## config.mk

```make
export PLATFORM = sky130hd
export DESIGN_NAME = sip_non_invite_server_transaction
export DESIGN_NICKNAME = d
export VERILOG_FILES = /design/src/rtl/core/sipnist_pkg.sv /design/src/rtl/core/sipnist_in_reg.sv /design/src/rtl/core/sipnist_ctrl.sv /design/src/rtl/core/sipnist_out_reg.sv /design/src/rtl/core/sip_non_invite_server_transaction.sv
export SDC_FILE = /design/constraint.sdc
export NUM_CORES = 1
export LEC_CHECK = 0
export ABC_CLOCK_PERIOD_IN_PS = 3070
export BUFFER_PORTS_ARGS = -buffer_cell sky130_fd_sc_hd__clkbuf_2
export CAP_MARGIN = 20
export CORE_ASPECT_RATIO = 1.5
export CORE_MARGIN = 2
export CORE_UTILIZATION = 55
export CTS_BUF_LIST = sky130_fd_sc_hd__clkbuf_2 sky130_fd_sc_hd__clkbuf_4 sky130_fd_sc_hd__clkbuf_8
export CTS_CLUSTER_DIAMETER = 200
export DETAILED_ROUTE_END_ITERATION = 10
export PLACE_DENSITY_LB_ADDON = 0.2
export SLEW_MARGIN = 15
export SYNTH_ARGS = -nofsm -noshare
export SYNTH_HDL_FRONTEND = slang
export SYNTH_SLANG_ARGS = --single-unit
```

## constraint.sdc

```tcl
create_clock -name clk -period 3.07 [get_ports clk]
set_input_delay 0.307 -clock clk [delete_from_list [all_inputs] [get_ports clk]]
set_output_delay 0.307 -clock clk [all_outputs]
set_load 0.01 [all_outputs]
```

## src/rtl/core/sipnist_pkg.sv

```systemverilog
package sipnist_pkg;

	// transaction phases
	typedef enum logic [1:0] {
		PH_NONE,
		PH_TRYING,
		PH_PROCEEDING,
		PH_COMPLETED
	} phase_t;

	// event kinds
	localparam logic [2:0] CMD_PEER      = 3'd0;
	localparam logic [2:0] CMD_TU        = 3'd1;
	localparam logic [2:0] CMD_TCP_READY = 3'd2;
	localparam logic [2:0] CMD_TX_FAIL   = 3'd3;
	localparam logic [2:0] CMD_TIMEOUT   = 3'd4;

	// transmit outcomes; anything at or above SR_FAILED counts as failed
	localparam logic [1:0] SR_SENT       = 2'd0;
	localparam logic [1:0] SR_CONNECTING = 2'd1;
	localparam logic [1:0] SR_FAILED     = 2'd2;

	// response code classes
	localparam logic [9:0] PROV_LO  = 10'd100;
	localparam logic [9:0] PROV_HI  = 10'd199;
	localparam logic [9:0] FINAL_LO = 10'd200;
	localparam logic [9:0] FINAL_HI = 10'd699;

	// timer token range, zero means no timer
	localparam logic [15:0] TOKEN_NONE  = 16'd0;
	localparam logic [15:0] TOKEN_FIRST = 16'd1;
	localparam logic [15:0] TOKEN_LAST  = 16'hFFFF;

	typedef struct packed {
		logic [2:0]  cmd;
		logic        is_request;
		logic [9:0]  resp_code;
		logic [1:0]  send_result;
		logic [15:0] timer_id;
	} item_t;

	typedef struct packed {
		logic        status;
		logic        send_response;
		logic        deliver_request;
		logic        notify_error;
		logic        start_timer;
		logic [15:0] timer_token;
		logic        stop_timer;
		logic        release_res;
		phase_t      phase_out;
		logic        over_tcp;
	} result_t;

endpackage

```

## src/rtl/core/sipnist_in_reg.sv

```systemverilog
module sipnist_in_reg (
	input  logic                clk,
	input  logic                arst_n,
	input  logic                in_valid,
	output logic                in_stall,
	input  sipnist_pkg::item_t  in_item,
	input  logic                adv,
	output logic                valid_s1,
	output sipnist_pkg::item_t  item_s1
);
	import sipnist_pkg::*;

	// hold only while a registered item cannot move on
	assign in_stall = valid_s1 && !adv;

	always_ff @(posedge clk or negedge arst_n) begin
		if (!arst_n) begin
			valid_s1 <= 1'b0;
		end else if (!in_stall) begin
			valid_s1 <= in_valid;
		end
	end

	always_ff @(posedge clk) begin
		if (in_valid && !in_stall) begin
			item_s1 <= in_item;
		end
	end

endmodule

```

## src/rtl/core/sipnist_ctrl.sv

```systemverilog
module sipnist_ctrl (
	input  logic                 clk,
	input  logic                 arst_n,
	input  logic                 fire,
	input  sipnist_pkg::item_t   item,
	output sipnist_pkg::result_t res
);
	import sipnist_pkg::*;

	phase_t      phase_q, phase_nx;
	logic [9:0]  code_q, code_nx;
	logic        tcp_q, tcp_nx;
	logic [15:0] armed_q, armed_nx;
	logic [15:0] count_q, count_nx;

	// decoded actions of the current item
	logic rej, send, deliver, term, notify, keep_stop_off;
	logic to_try, to_proc, start, wr_code, set_tcp, clr_tcp;
	logic failed, sent;

	assign failed = item.send_result >= SR_FAILED;
	assign sent   = item.send_result == SR_SENT;

	// event decode per phase
	always_comb begin
		logic [9:0] c;
		logic       act_prov, act_fin;
		c = (item.cmd == CMD_TU) ? item.resp_code : code_q;
		act_prov = (phase_q == PH_TRYING) && (c inside {[PROV_LO:PROV_HI]});
		act_fin  = c inside {[FINAL_LO:FINAL_HI]};
		rej = 1'b0; send = 1'b0; deliver = 1'b0; term = 1'b0; notify = 1'b0;
		keep_stop_off = 1'b0; to_try = 1'b0; to_proc = 1'b0; start = 1'b0;
		wr_code = 1'b0; set_tcp = 1'b0; clr_tcp = 1'b0;
		case (phase_q)
			PH_NONE: begin
				if (item.cmd == CMD_PEER) begin
					deliver = 1'b1;
					to_try  = 1'b1;
				end else begin
					rej = 1'b1;
				end
			end
			PH_TRYING, PH_PROCEEDING: begin
				if (item.cmd == CMD_TU) begin
					if (item.is_request) begin
						rej = 1'b1;
					end else begin
						wr_code = 1'b1;
						if (failed) begin
							term = 1'b1; notify = 1'b1;
						end else if (item.send_result == SR_CONNECTING) begin
							set_tcp = 1'b1;
						end else begin
							clr_tcp = 1'b1;
							send    = 1'b1;
							if (act_prov) to_proc = 1'b1;
							else if (act_fin) start = 1'b1;
						end
					end
				end else if (item.cmd == CMD_TCP_READY) begin
					set_tcp = 1'b1;
					if (failed) begin
						term = 1'b1; notify = 1'b1;
					end else begin
						send = sent;
						// tcp is now set, so a final code terminates at once
						if (act_prov) to_proc = 1'b1;
						else if (act_fin) term = 1'b1;
					end
				end else if (item.cmd == CMD_PEER && phase_q == PH_PROCEEDING) begin
					if (!item.is_request) begin
						rej = 1'b1;
					end else begin
						send = sent;
						if (failed) begin
							term = 1'b1; notify = 1'b1;
						end
					end
				end else if (item.cmd == CMD_TX_FAIL && phase_q == PH_PROCEEDING) begin
					term = 1'b1; notify = 1'b1;
				end else begin
					rej = 1'b1;
				end
			end
			PH_COMPLETED: begin
				case (item.cmd)
					CMD_TU: rej = item.is_request;
					CMD_PEER: begin
						if (!item.is_request) begin
							rej = 1'b1;
						end else begin
							send = sent;
							term = failed;
						end
					end
					CMD_TCP_READY: begin
						set_tcp = 1'b1;
						send    = sent;
						term    = failed;
					end
					CMD_TX_FAIL: begin
						term = 1'b1; notify = 1'b1;
					end
					CMD_TIMEOUT: begin
						if (item.timer_id != armed_q) begin
							rej = 1'b1;
						end else begin
							// timer J itself expired: nothing left to stop
							term = 1'b1; keep_stop_off = 1'b1;
						end
					end
					default: rej = 1'b1;
				endcase
			end
			default: rej = 1'b1;
		endcase
	end

	// next state
	always_comb begin
		phase_nx = phase_q;
		code_nx  = code_q;
		tcp_nx   = tcp_q;
		armed_nx = armed_q;
		count_nx = count_q;
		if (term) begin
			phase_nx = PH_NONE;
			code_nx  = 10'd0;
			tcp_nx   = 1'b0;
			armed_nx = TOKEN_NONE;
		end else begin
			if (wr_code) code_nx = item.resp_code;
			if (set_tcp) tcp_nx = 1'b1;
			else if (clr_tcp) tcp_nx = 1'b0;
			if (start) begin
				phase_nx = PH_COMPLETED;
				armed_nx = count_q;
				count_nx = (count_q == TOKEN_LAST) ? TOKEN_FIRST : count_q + 16'd1;
			end else if (to_proc) begin
				phase_nx = PH_PROCEEDING;
			end else if (to_try) begin
				phase_nx = PH_TRYING;
			end
		end
	end

	// result of the item
	always_comb begin
		res.status          = rej;
		res.send_response   = send;
		res.deliver_request = deliver;
		res.notify_error    = notify;
		res.start_timer     = start;
		res.timer_token     = start ? count_q : TOKEN_NONE;
		res.stop_timer      = term && !keep_stop_off && (armed_q != TOKEN_NONE);
		res.release_res     = term;
		res.phase_out       = phase_nx;
		res.over_tcp        = tcp_nx;
	end

	always_ff @(posedge clk or negedge arst_n) begin
		if (!arst_n) begin
			phase_q <= PH_NONE;
			code_q  <= 10'd0;
			tcp_q   <= 1'b0;
			armed_q <= TOKEN_NONE;
			count_q <= TOKEN_FIRST;
		end else if (fire) begin
			phase_q <= phase_nx;
			code_q  <= code_nx;
			tcp_q   <= tcp_nx;
			armed_q <= armed_nx;
			count_q <= count_nx;
		end
	end

endmodule

```

## src/rtl/core/sipnist_out_reg.sv

```systemverilog
module sipnist_out_reg (
	input  logic                  clk,
	input  logic                  arst_n,
	input  logic                  res_valid,
	input  sipnist_pkg::result_t  res,
	output logic                  adv,
	output logic                  out_valid,
	input  logic                  out_stall,
	output sipnist_pkg::result_t  result_s2
);
	import sipnist_pkg::*;

	logic valid_s2;

	// result register frees when empty or when taken this cycle
	assign adv       = !valid_s2 || !out_stall;
	assign out_valid = valid_s2;

	always_ff @(posedge clk or negedge arst_n) begin
		if (!arst_n) begin
			valid_s2 <= 1'b0;
		end else if (adv) begin
			valid_s2 <= res_valid;
		end
	end

	always_ff @(posedge clk) begin
		if (adv && res_valid) begin
			result_s2 <= res;
		end
	end

endmodule

```

## src/rtl/core/sip_non_invite_server_transaction.sv

```systemverilog
// Non-INVITE server transaction controller.
// Result path: an accepted item is held in the input register, then its result in the result register.
// Throughput: one item per cycle while out_stall is low; the phase logic between the registers is single pass.
// Reset (arst_n low): phase none, stored code 0, udp, no timer armed, next token 1,
// both pipeline registers empty.
module sip_non_invite_server_transaction (
	input  logic        clk,
	input  logic        arst_n,
	input  logic        in_valid,
	output logic        in_stall,
	input  logic [2:0]  cmd,
	input  logic        is_request,
	input  logic [9:0]  resp_code,
	input  logic [1:0]  send_result,
	input  logic [15:0] timer_id,
	output logic        out_valid,
	input  logic        out_stall,
	output logic        status,
	output logic        send_response,
	output logic        deliver_request,
	output logic        notify_error,
	output logic        start_timer,
	output logic [15:0] timer_token,
	output logic        stop_timer,
	output logic        release_res,
	output logic [1:0]  phase_out,
	output logic        over_tcp
);
	import sipnist_pkg::*;

	item_t   in_item, item_s1;
	result_t res, result_s2;
	logic    valid_s1, adv;

	assign in_item.cmd         = cmd;
	assign in_item.is_request  = is_request;
	assign in_item.resp_code   = resp_code;
	assign in_item.send_result = send_result;
	assign in_item.timer_id    = timer_id;

	sipnist_in_reg u_in_reg (
		.clk      (clk),
		.arst_n   (arst_n),
		.in_valid (in_valid),
		.in_stall (in_stall),
		.in_item  (in_item),
		.adv      (adv),
		.valid_s1 (valid_s1),
		.item_s1  (item_s1)
	);

	sipnist_ctrl u_ctrl (
		.clk    (clk),
		.arst_n (arst_n),
		.fire   (valid_s1 && adv),
		.item   (item_s1),
		.res    (res)
	);

	sipnist_out_reg u_out_reg (
		.clk       (clk),
		.arst_n    (arst_n),
		.res_valid (valid_s1),
		.res       (res),
		.adv       (adv),
		.out_valid (out_valid),
		.out_stall (out_stall),
		.result_s2 (result_s2)
	);

	assign status          = result_s2.status;
	assign send_response   = result_s2.send_response;
	assign deliver_request = result_s2.deliver_request;
	assign notify_error    = result_s2.notify_error;
	assign start_timer     = result_s2.start_timer;
	assign timer_token     = result_s2.timer_token;
	assign stop_timer      = result_s2.stop_timer;
	assign release_res     = result_s2.release_res;
	assign phase_out       = result_s2.phase_out;
	assign over_tcp        = result_s2.over_tcp;

endmodule
```

==> results of run 1 <==
-- layer usage --
metal | up-vias | wire length, um
li1 | 1663 | -
met3 | 10 | 315
met4 | 0 | 115
met2 | 71 | 5840
met1 | 1729 | 3950
met5 | - | 0
-- state kept, by name (all words and copies together), names as in the netlist --
register,cells
u_ctrl.armed_q,16
u_in_reg.item_s1,30
u_ctrl.tcp_q,1
u_ctrl.code_q,8
u_in_reg.valid_s1,1
u_out_reg.out_valid,1
u_ctrl.count_q,16
u_out_reg.result_s2,26
u_ctrl.phase_q,2
-- placed cells by master, fill, tap and decap left out, types with 9 or more instances in the layout --
| cell type | count |
|---|---|
| a21oi_1 | 26 |
| a21oi_2 | 10 |
| and3_1 | 25 |
| buf_4 | 14 |
| clkbuf_2 | 61 |
| clkbuf_8 | 9 |
| dfrtp_1 | 44 |
| edfxtp_1 | 56 |
| nand2_1 | 66 |
| nor2_1 | 16 |
| nor2b_1 | 10 |
| o21ai_0 | 11 |
| o21ai_1 | 10 |
| xnor2_1 | 20 |
-- cells by family after synthesis --
family	Yosys count	share of synthesized area (%)
AND/OR/NAND/NOR	173	18.9
flip-flops	101	58.5
AO/OA/AOI/OAI	90	13.9
buffers and inverters	27	2.76
XOR/XNOR	23	4.20
adder cells (fa/ha/maj)	6	1.56
multiplexers	1	0.208
-- power breakdown --
group          switching (W)  internal, W
registers          0.0000497      0.00152
logic               0.000223     0.000145
clock network       0.000448     0.000385
total               0.000721      0.00205
-- critical path: cells and delay by family, from the launching register on --
family / cells / cell delay [ns]
DFF: 1 / 0.55
buffers and inverters: 1 / 0.23
and+or+nand+nor: 4 / 1.15
AOI/OAI and AO/OA: 2 / 0.53
-- metrics by stage --
stage | setup slack (ns) | hold WS (ns) | power [W] | instances | util, %
finish | 0.507 | 0.110 | 0.00278 | 599 | 64.3
global route | 0.375 | 0.0943 | 0.00290 | 599 | 64.3
CTS | 0.497 | 0.102 | 0.00279 | 599 | 64.3
detailed placement | 0.518 | 0.363 | 0.00197 | 582 | 61.9
global placement | 0.582 | 0.351 | 0.00195 | 582 | 61.9
floorplan | 0.868 | 0.0114 | 0.00183 | 421 | -
-- worst paths after layout --
path	endpoint	slack, ns	cells past startpoint
min	u_in_reg.item_s1[23]	0.11	1
min in group asynchronous	u_ctrl.code_q[4]	0.50	2
max	u_ctrl.count_q[5]	0.51	7
max reg2reg	u_ctrl.count_q[5]	0.51	7
min reg2reg	u_ctrl.tcp_q	0.51	2
max in group asynchronous	u_ctrl.count_q[0]	1.77	3
-- Yosys cell counts (10+ instances only) --
master / count / area (um^2)
dfrtp_1: 44 / 1100
edfxtp_1: 56 / 1680
a21oi_1: 26 / 130
clkbuf_1: 10 / 37.5
nor2b_1: 10 / 62.6
o21ai_1: 10 / 50.1
o21ai_0: 11 / 55.1
a21oi_2: 10 / 87.6
xnor2_1: 20 / 175
nand2_1: 66 / 248
and3_1: 25 / 156
nor2_1: 16 / 60.1
-- area by class of cell --
cell class / count / area [um^2] / area share, %
multi-input cells: 293 / 1860 / 34.2
clock buffers: 10 / 131 / 2.41
repair buffers: 76 / 420 / 7.73
clock inverters: 6 / 63.8 / 1.17
inverters: 6 / 22.5 / 0.414
flip-flops and latches: 101 / 2810 / 51.6
well taps: 107 / 134 / 2.46
==> summary.txt, run 1 <==
Status
  • Status: complete, no violations

GRT
  • Global Route Usage Sum: 22.6%
  • Most Crowded Layer GR: met2
  • GRT met2 Usage: 41.3%
  • Initial antenna violation count: 0
  • Vias in the first global route: 3436
  • First-pass GRT wire length: 16.5 mm
  • Largest net degree at the start of global routing: 35
  • Met3 usage: 3.59%
  • GR Overflow Total: 0
  • Met1 Use GR: 26.1%

STA
  • Finish-stage setup viols: 0
  • Final Cycle Share: 83.5%
  • Fmax: 0.390 GHz
  • Slew HR: 56.2%
  • Min cycle time layout: 2.56 ns
  • Worst-Margin Slew: 0.651 ns
  • Fin. max-slew vios: 0
  • Clock skew: 0.0121 ns
  • Setup TNS: 0 ns
  • Endpoints failing hold: 0
  • RSZ-0062 raised after global routing: no

Power
  • Peak VDD IR: 0.000362 V
  • Leakage: 2.22 nW
  • Pwr/cell area: 510 mW/mm^2

CTS
  • TritonCTS Buffers: 9
  • CTS clk-pin slew, worst paths: 0.10 ns
  • Clk_lat worst skew: 0.36 ns
  • Clock H-tree levels: 3
  • TritonCTS clock tree: done
  • Longest Clk Path Bufs: 2
  • Post_cts resized: 0
  • Root buffer cell: clkbuf_8
  • Postcts setup bufs: 0
  • CTS Sinks: 101
  • CTS Hold Buffers Added: 1

Worst setup path
  • Worst stage delay on the critical path: 0.55 ns
  • Req. time, crit path: 3.32 ns
  • Slowest CP cell: edfxtp_1
  • Crit path from: u_in_reg.item_s1[31]
  • Worst reg2reg path startpoint: u_in_reg.item_s1[31]
  • CP Launch Type: flip-flop
  • Crit. End Element: flip-flop
  • Worst Path Max Fanout: 10
  • CP cell instances: nor3b_2 -> nor2b_1 -> a32o_1 -> nor3_4 -> buf_4 -> nand2b_1 -> o41ai_1
  • WP data arrival: 2.82 ns
  • Crit Path Category: reg2reg

Final layout
  • Fill cells: 689
  • Fin nets: 529
  • Area Overhead vs Synth: 13.3%
  • Share of cells above drive strength 1: 23.4%
  • Final instance area: 0.00544 mm^2
  • Ant. Diodes: 0

Floorplan
  • Die ar.: 0.00951 mm^2
  • Starting density of the core: 56.7%
  • Die width: 80.3 um
  • Rows: 41
  • Die extent in y: 118 um
  • Core area: 0.00846 mm^2
  • # IOs: 64

Place
  • Port Buffers: 61
  • Post-DP HPWL: 7.41 mm
  • Placer congestion estimate: 0.881
  • Placed inst area: 0.00524 mm^2

Yosys
  • Number of flops mapped to enable cells by yosys: 56
  • Cells after synthesis: 421
  • Avg Cell Area, Syn: 11.4 um^2
  • Post-synthesis cell type count: 58
  • Synthesized net count: 463
  • Number of synthesized register bits: 101
  • FFs w/ async S/R, synth: 44.6%
  • Mapped Area: 0.00480 mm^2
  • Ys Warns: 0
  • Register area share after synthesis: 58.5%
  • Synth Flop Type: edfxtp_1

Hold path
  • Hold_sp: resp_code[5]
  • Class of the worst hold path: in2reg

Routing
  • DRT Wirelength: 10.2 mm
  • DR DRC count: 0
  • Vias/cell: 5.80
  • Final ANT Viol Nets: 0
  • First-pass DRT Iterations: 5
  • WL/cell: 17.1 um
  • Initial DRC count: 235
  • Via count: 3473

Run
  • Max-cap violations: 0
Note: power is estimated with default switching activity, not from simulation.
==> inputs of run 2 (changes only) <==
ABC_CLOCK_PERIOD_IN_PS = 2420   (was 3070)
clock period = 2.42 ns   (was 3.07 ns; I/O delays follow)
==> summary.txt, run 2 (synthesized netlist as in run 1, its figures left out) <==
GRT
  • Largest net degree at the start of global routing: 46 (+31%)
  • Vias in the first global route: 3706 (+7.9%)
  • GR Overflow Total: 0 (unchanged)
  • Initial antenna violation count: 0 (unchanged)
  • Global Route Usage Sum: 23.2% (+0.60 points)
  • First-pass GRT wire length: 17.1 mm (+3.8%)

Run
  • Max-cap violations: 0 (unchanged)

Floorplan
  • # IOs: 64 (unchanged)
  • Die extent in y: 118 um (unchanged)
  • Core area: 0.00846 mm^2 (unchanged)
  • Die width: 80.3 um (unchanged)
  • Starting density of the core: 56.7% (unchanged)
  • Die ar.: 0.00951 mm^2 (unchanged)
  • Rows: 41 (unchanged)

Routing
  • DRT Wirelength: 10.2 mm (-0.52%)
  • Initial DRC count: 178 (-24%)
  • WL/cell: 16.7 um (-2.2%)
  • Final ANT Viol Nets: 0 (unchanged)
  • DR DRC count: 0 (unchanged)
  • Vias/cell: 5.81 (+0.28%)
  • Via count: 3541 (+2.0%)
  • First-pass DRT Iterations: 5 (unchanged)

Worst setup path
  • Worst Path Max Fanout: 16 (+6)
  • CP Launch Type: flip-flop
  • Worst stage delay on the critical path: 0.41 ns (-0.14 ns)
  • Reg2Reg Depth: 9 (+2)
  • WP data arrival: 2.54 ns (-0.28 ns)
  • Crit. End Element: flip-flop
  • Reg2Reg Setup Slack: 0.13 ns (-0.38 ns)
  • Crit Path Category: reg2reg
  • Slowest CP cell: dfrtp_1
  • Req. time, crit path: 2.67 ns (-0.65 ns)
  • CP cell instances: inv_1 -> ha_1 -> nand2b_1 -> a21o_1 -> o31ai_2 -> a31oi_4 -> a211oi_4 -> buf_12 -> a21oi_1

Final layout
  • Fin nets: 539 (+1.9%)
  • Biggest registers after layout: u_in_reg.item_s1 x30, u_out_reg.result_s2 x26
  • Max reg flops: 30 (unchanged)
  • Most flops, register: u_in_reg.item_s1
  • Most frequent cells in the layout: 66 x nand2_1, 61 x clkbuf_2, 56 x edfxtp_1
  • Commonest non-fill, non-tap cell in the layout: nand2_1
  • Ant. Diodes: 0 (unchanged)
  • Share of cells above drive strength 1: 25.3% (+1.9 points)
  • Final core occ: 66.0% (+1.7 points)
  • Area Overhead vs Synth: 16.3%

CTS
  • Clock H-tree levels: 3 (unchanged)
  • CTS clk-pin slew, worst paths: 0.10 ns (about the same)
  • Root buffer cell: clkbuf_8
  • CTS Sinks: 101 (unchanged)
  • Clk_lat worst skew: 0.37 ns (about the same)
  • Longest Clk Path Bufs: 2 (unchanged)
  • TritonCTS clock tree: done
  • TritonCTS Buffers: 9 (unchanged)

Power
  • Leakage: 2.29 nW (+3.1%)
  • Peak VDD IR: 0.000481 V (+33%)
  • Pwr Total: 0.00364 W (+31%)
  • Pwr/cell area: 653 mW/mm^2 (+28%)

Place
  • Port Buffers: 61 (unchanged)
  • Placer congestion estimate: 0.907 (+3.0%)
  • Post-DP HPWL: 7.50 mm (+1.1%)

STA
  • Fmax: 0.436 GHz (+12%)
  • Endpoints failing hold: 0 (unchanged)
  • RSZ-0062 raised after global routing: no
  • Worst-Margin Slew: 0.613 ns (-0.0380 ns)
  • Finish-stage setup viols: 0 (unchanged)
  • Fin. max-slew vios: 0 (unchanged)
  • Setup TNS: 0 ns (unchanged)
  • Clock skew: 0.0124 ns (+0.000353 ns)
  • Slew HR: 58.8% (+2.6 points)
  • Final Cycle Share: 94.7% (+11 points)
  • Min cycle time layout: 2.29 ns (-0.272 ns)

Hold path
  • Class of the worst hold path: in2reg
  • Worst hold stages: 1 (unchanged)

Status
  • Status: complete, no violations
## run 2: cell count changes in the layout (fill, tap and decap cells not counted), sizes merged
| cell | delta |
|---|---|
| buf | +10 |
| clkinvlp | +1 |
| clkbuf | -1 |
| clkinv | -1 |
| bufinv | +1 |
## run 2: final timing paths
path                                   start                   end
setup / recovery           u_ctrl.phase_q[1]     u_ctrl.armed_q[4]
hold / removal                        cmd[0]  u_in_reg.item_s1[29]
setup reg to reg           u_ctrl.phase_q[1]     u_ctrl.armed_q[4]
hold reg to reg                 u_ctrl.tcp_q          u_ctrl.tcp_q
max in group asynchronous             arst_n    u_ctrl.armed_q[13]
min in group asynchronous             arst_n      u_ctrl.code_q[2]
## run 2: what timing repair did
action,4_1_cts,5_1_grt
setup endpoints to repair,0,16
gates resized for setup,0,2
hold buffers,1,0
endpoints found under the hold margin,44,0
buffers inserted,0,1
## run 2: cell type report
cell class	instances	area [um^2]
Tap cell	107	134
Timing Repair Buffer	86	533
Clock buffer	9	124
Clock inverter	7	90.1
Inverter	6	22.5
Sequential cell	101	2810
Fill cell	637	2880
Multi-Input combinational cell	293	1870
## run 2: worst max-delay path: cells and delay by family, from the launching register on
kind / cells / cell delay (ns)
flops: 1 / 0.41
compound gates: 5 / 1.02
fa+ha+maj: 1 / 0.36
simple gates: 1 / 0.09
buf+inv: 2 / 0.29
## run 2: report_power, final
part | internal (W) | leakage [nW] | switching, W
sequential | 0.00193 | 1.12 | 0.0000580
clock | 0.000576 | 0.103 | 0.000567
combinational | 0.000213 | 1.07 | 0.000297
## run 2: through the flow
step	worst slack, ns	hold slack (ns)	instances	cell area [um^2]
final	0.129	0.0417	609	5580
after global routing	0.00409	0.0276	609	5580
after CTS	0.0870	0.0303	608	5570
after detailed placement	0.129	0.364	591	5340
after global placement	0.218	0.357	591	5340
after floorplan	0.218	-0.0536	421	4800
## run 2: metal layers
metal	GRT usage [%]	up-vias	part of all wire (%)	wire length [um]
met1	26.5	1720	37	3780
li1	-	1686	-	-
met3	3.97	20	4.2	432
met5	0	-	0	0
met2	40.9	115	56	5730
met4	11.1	0	2.2	225
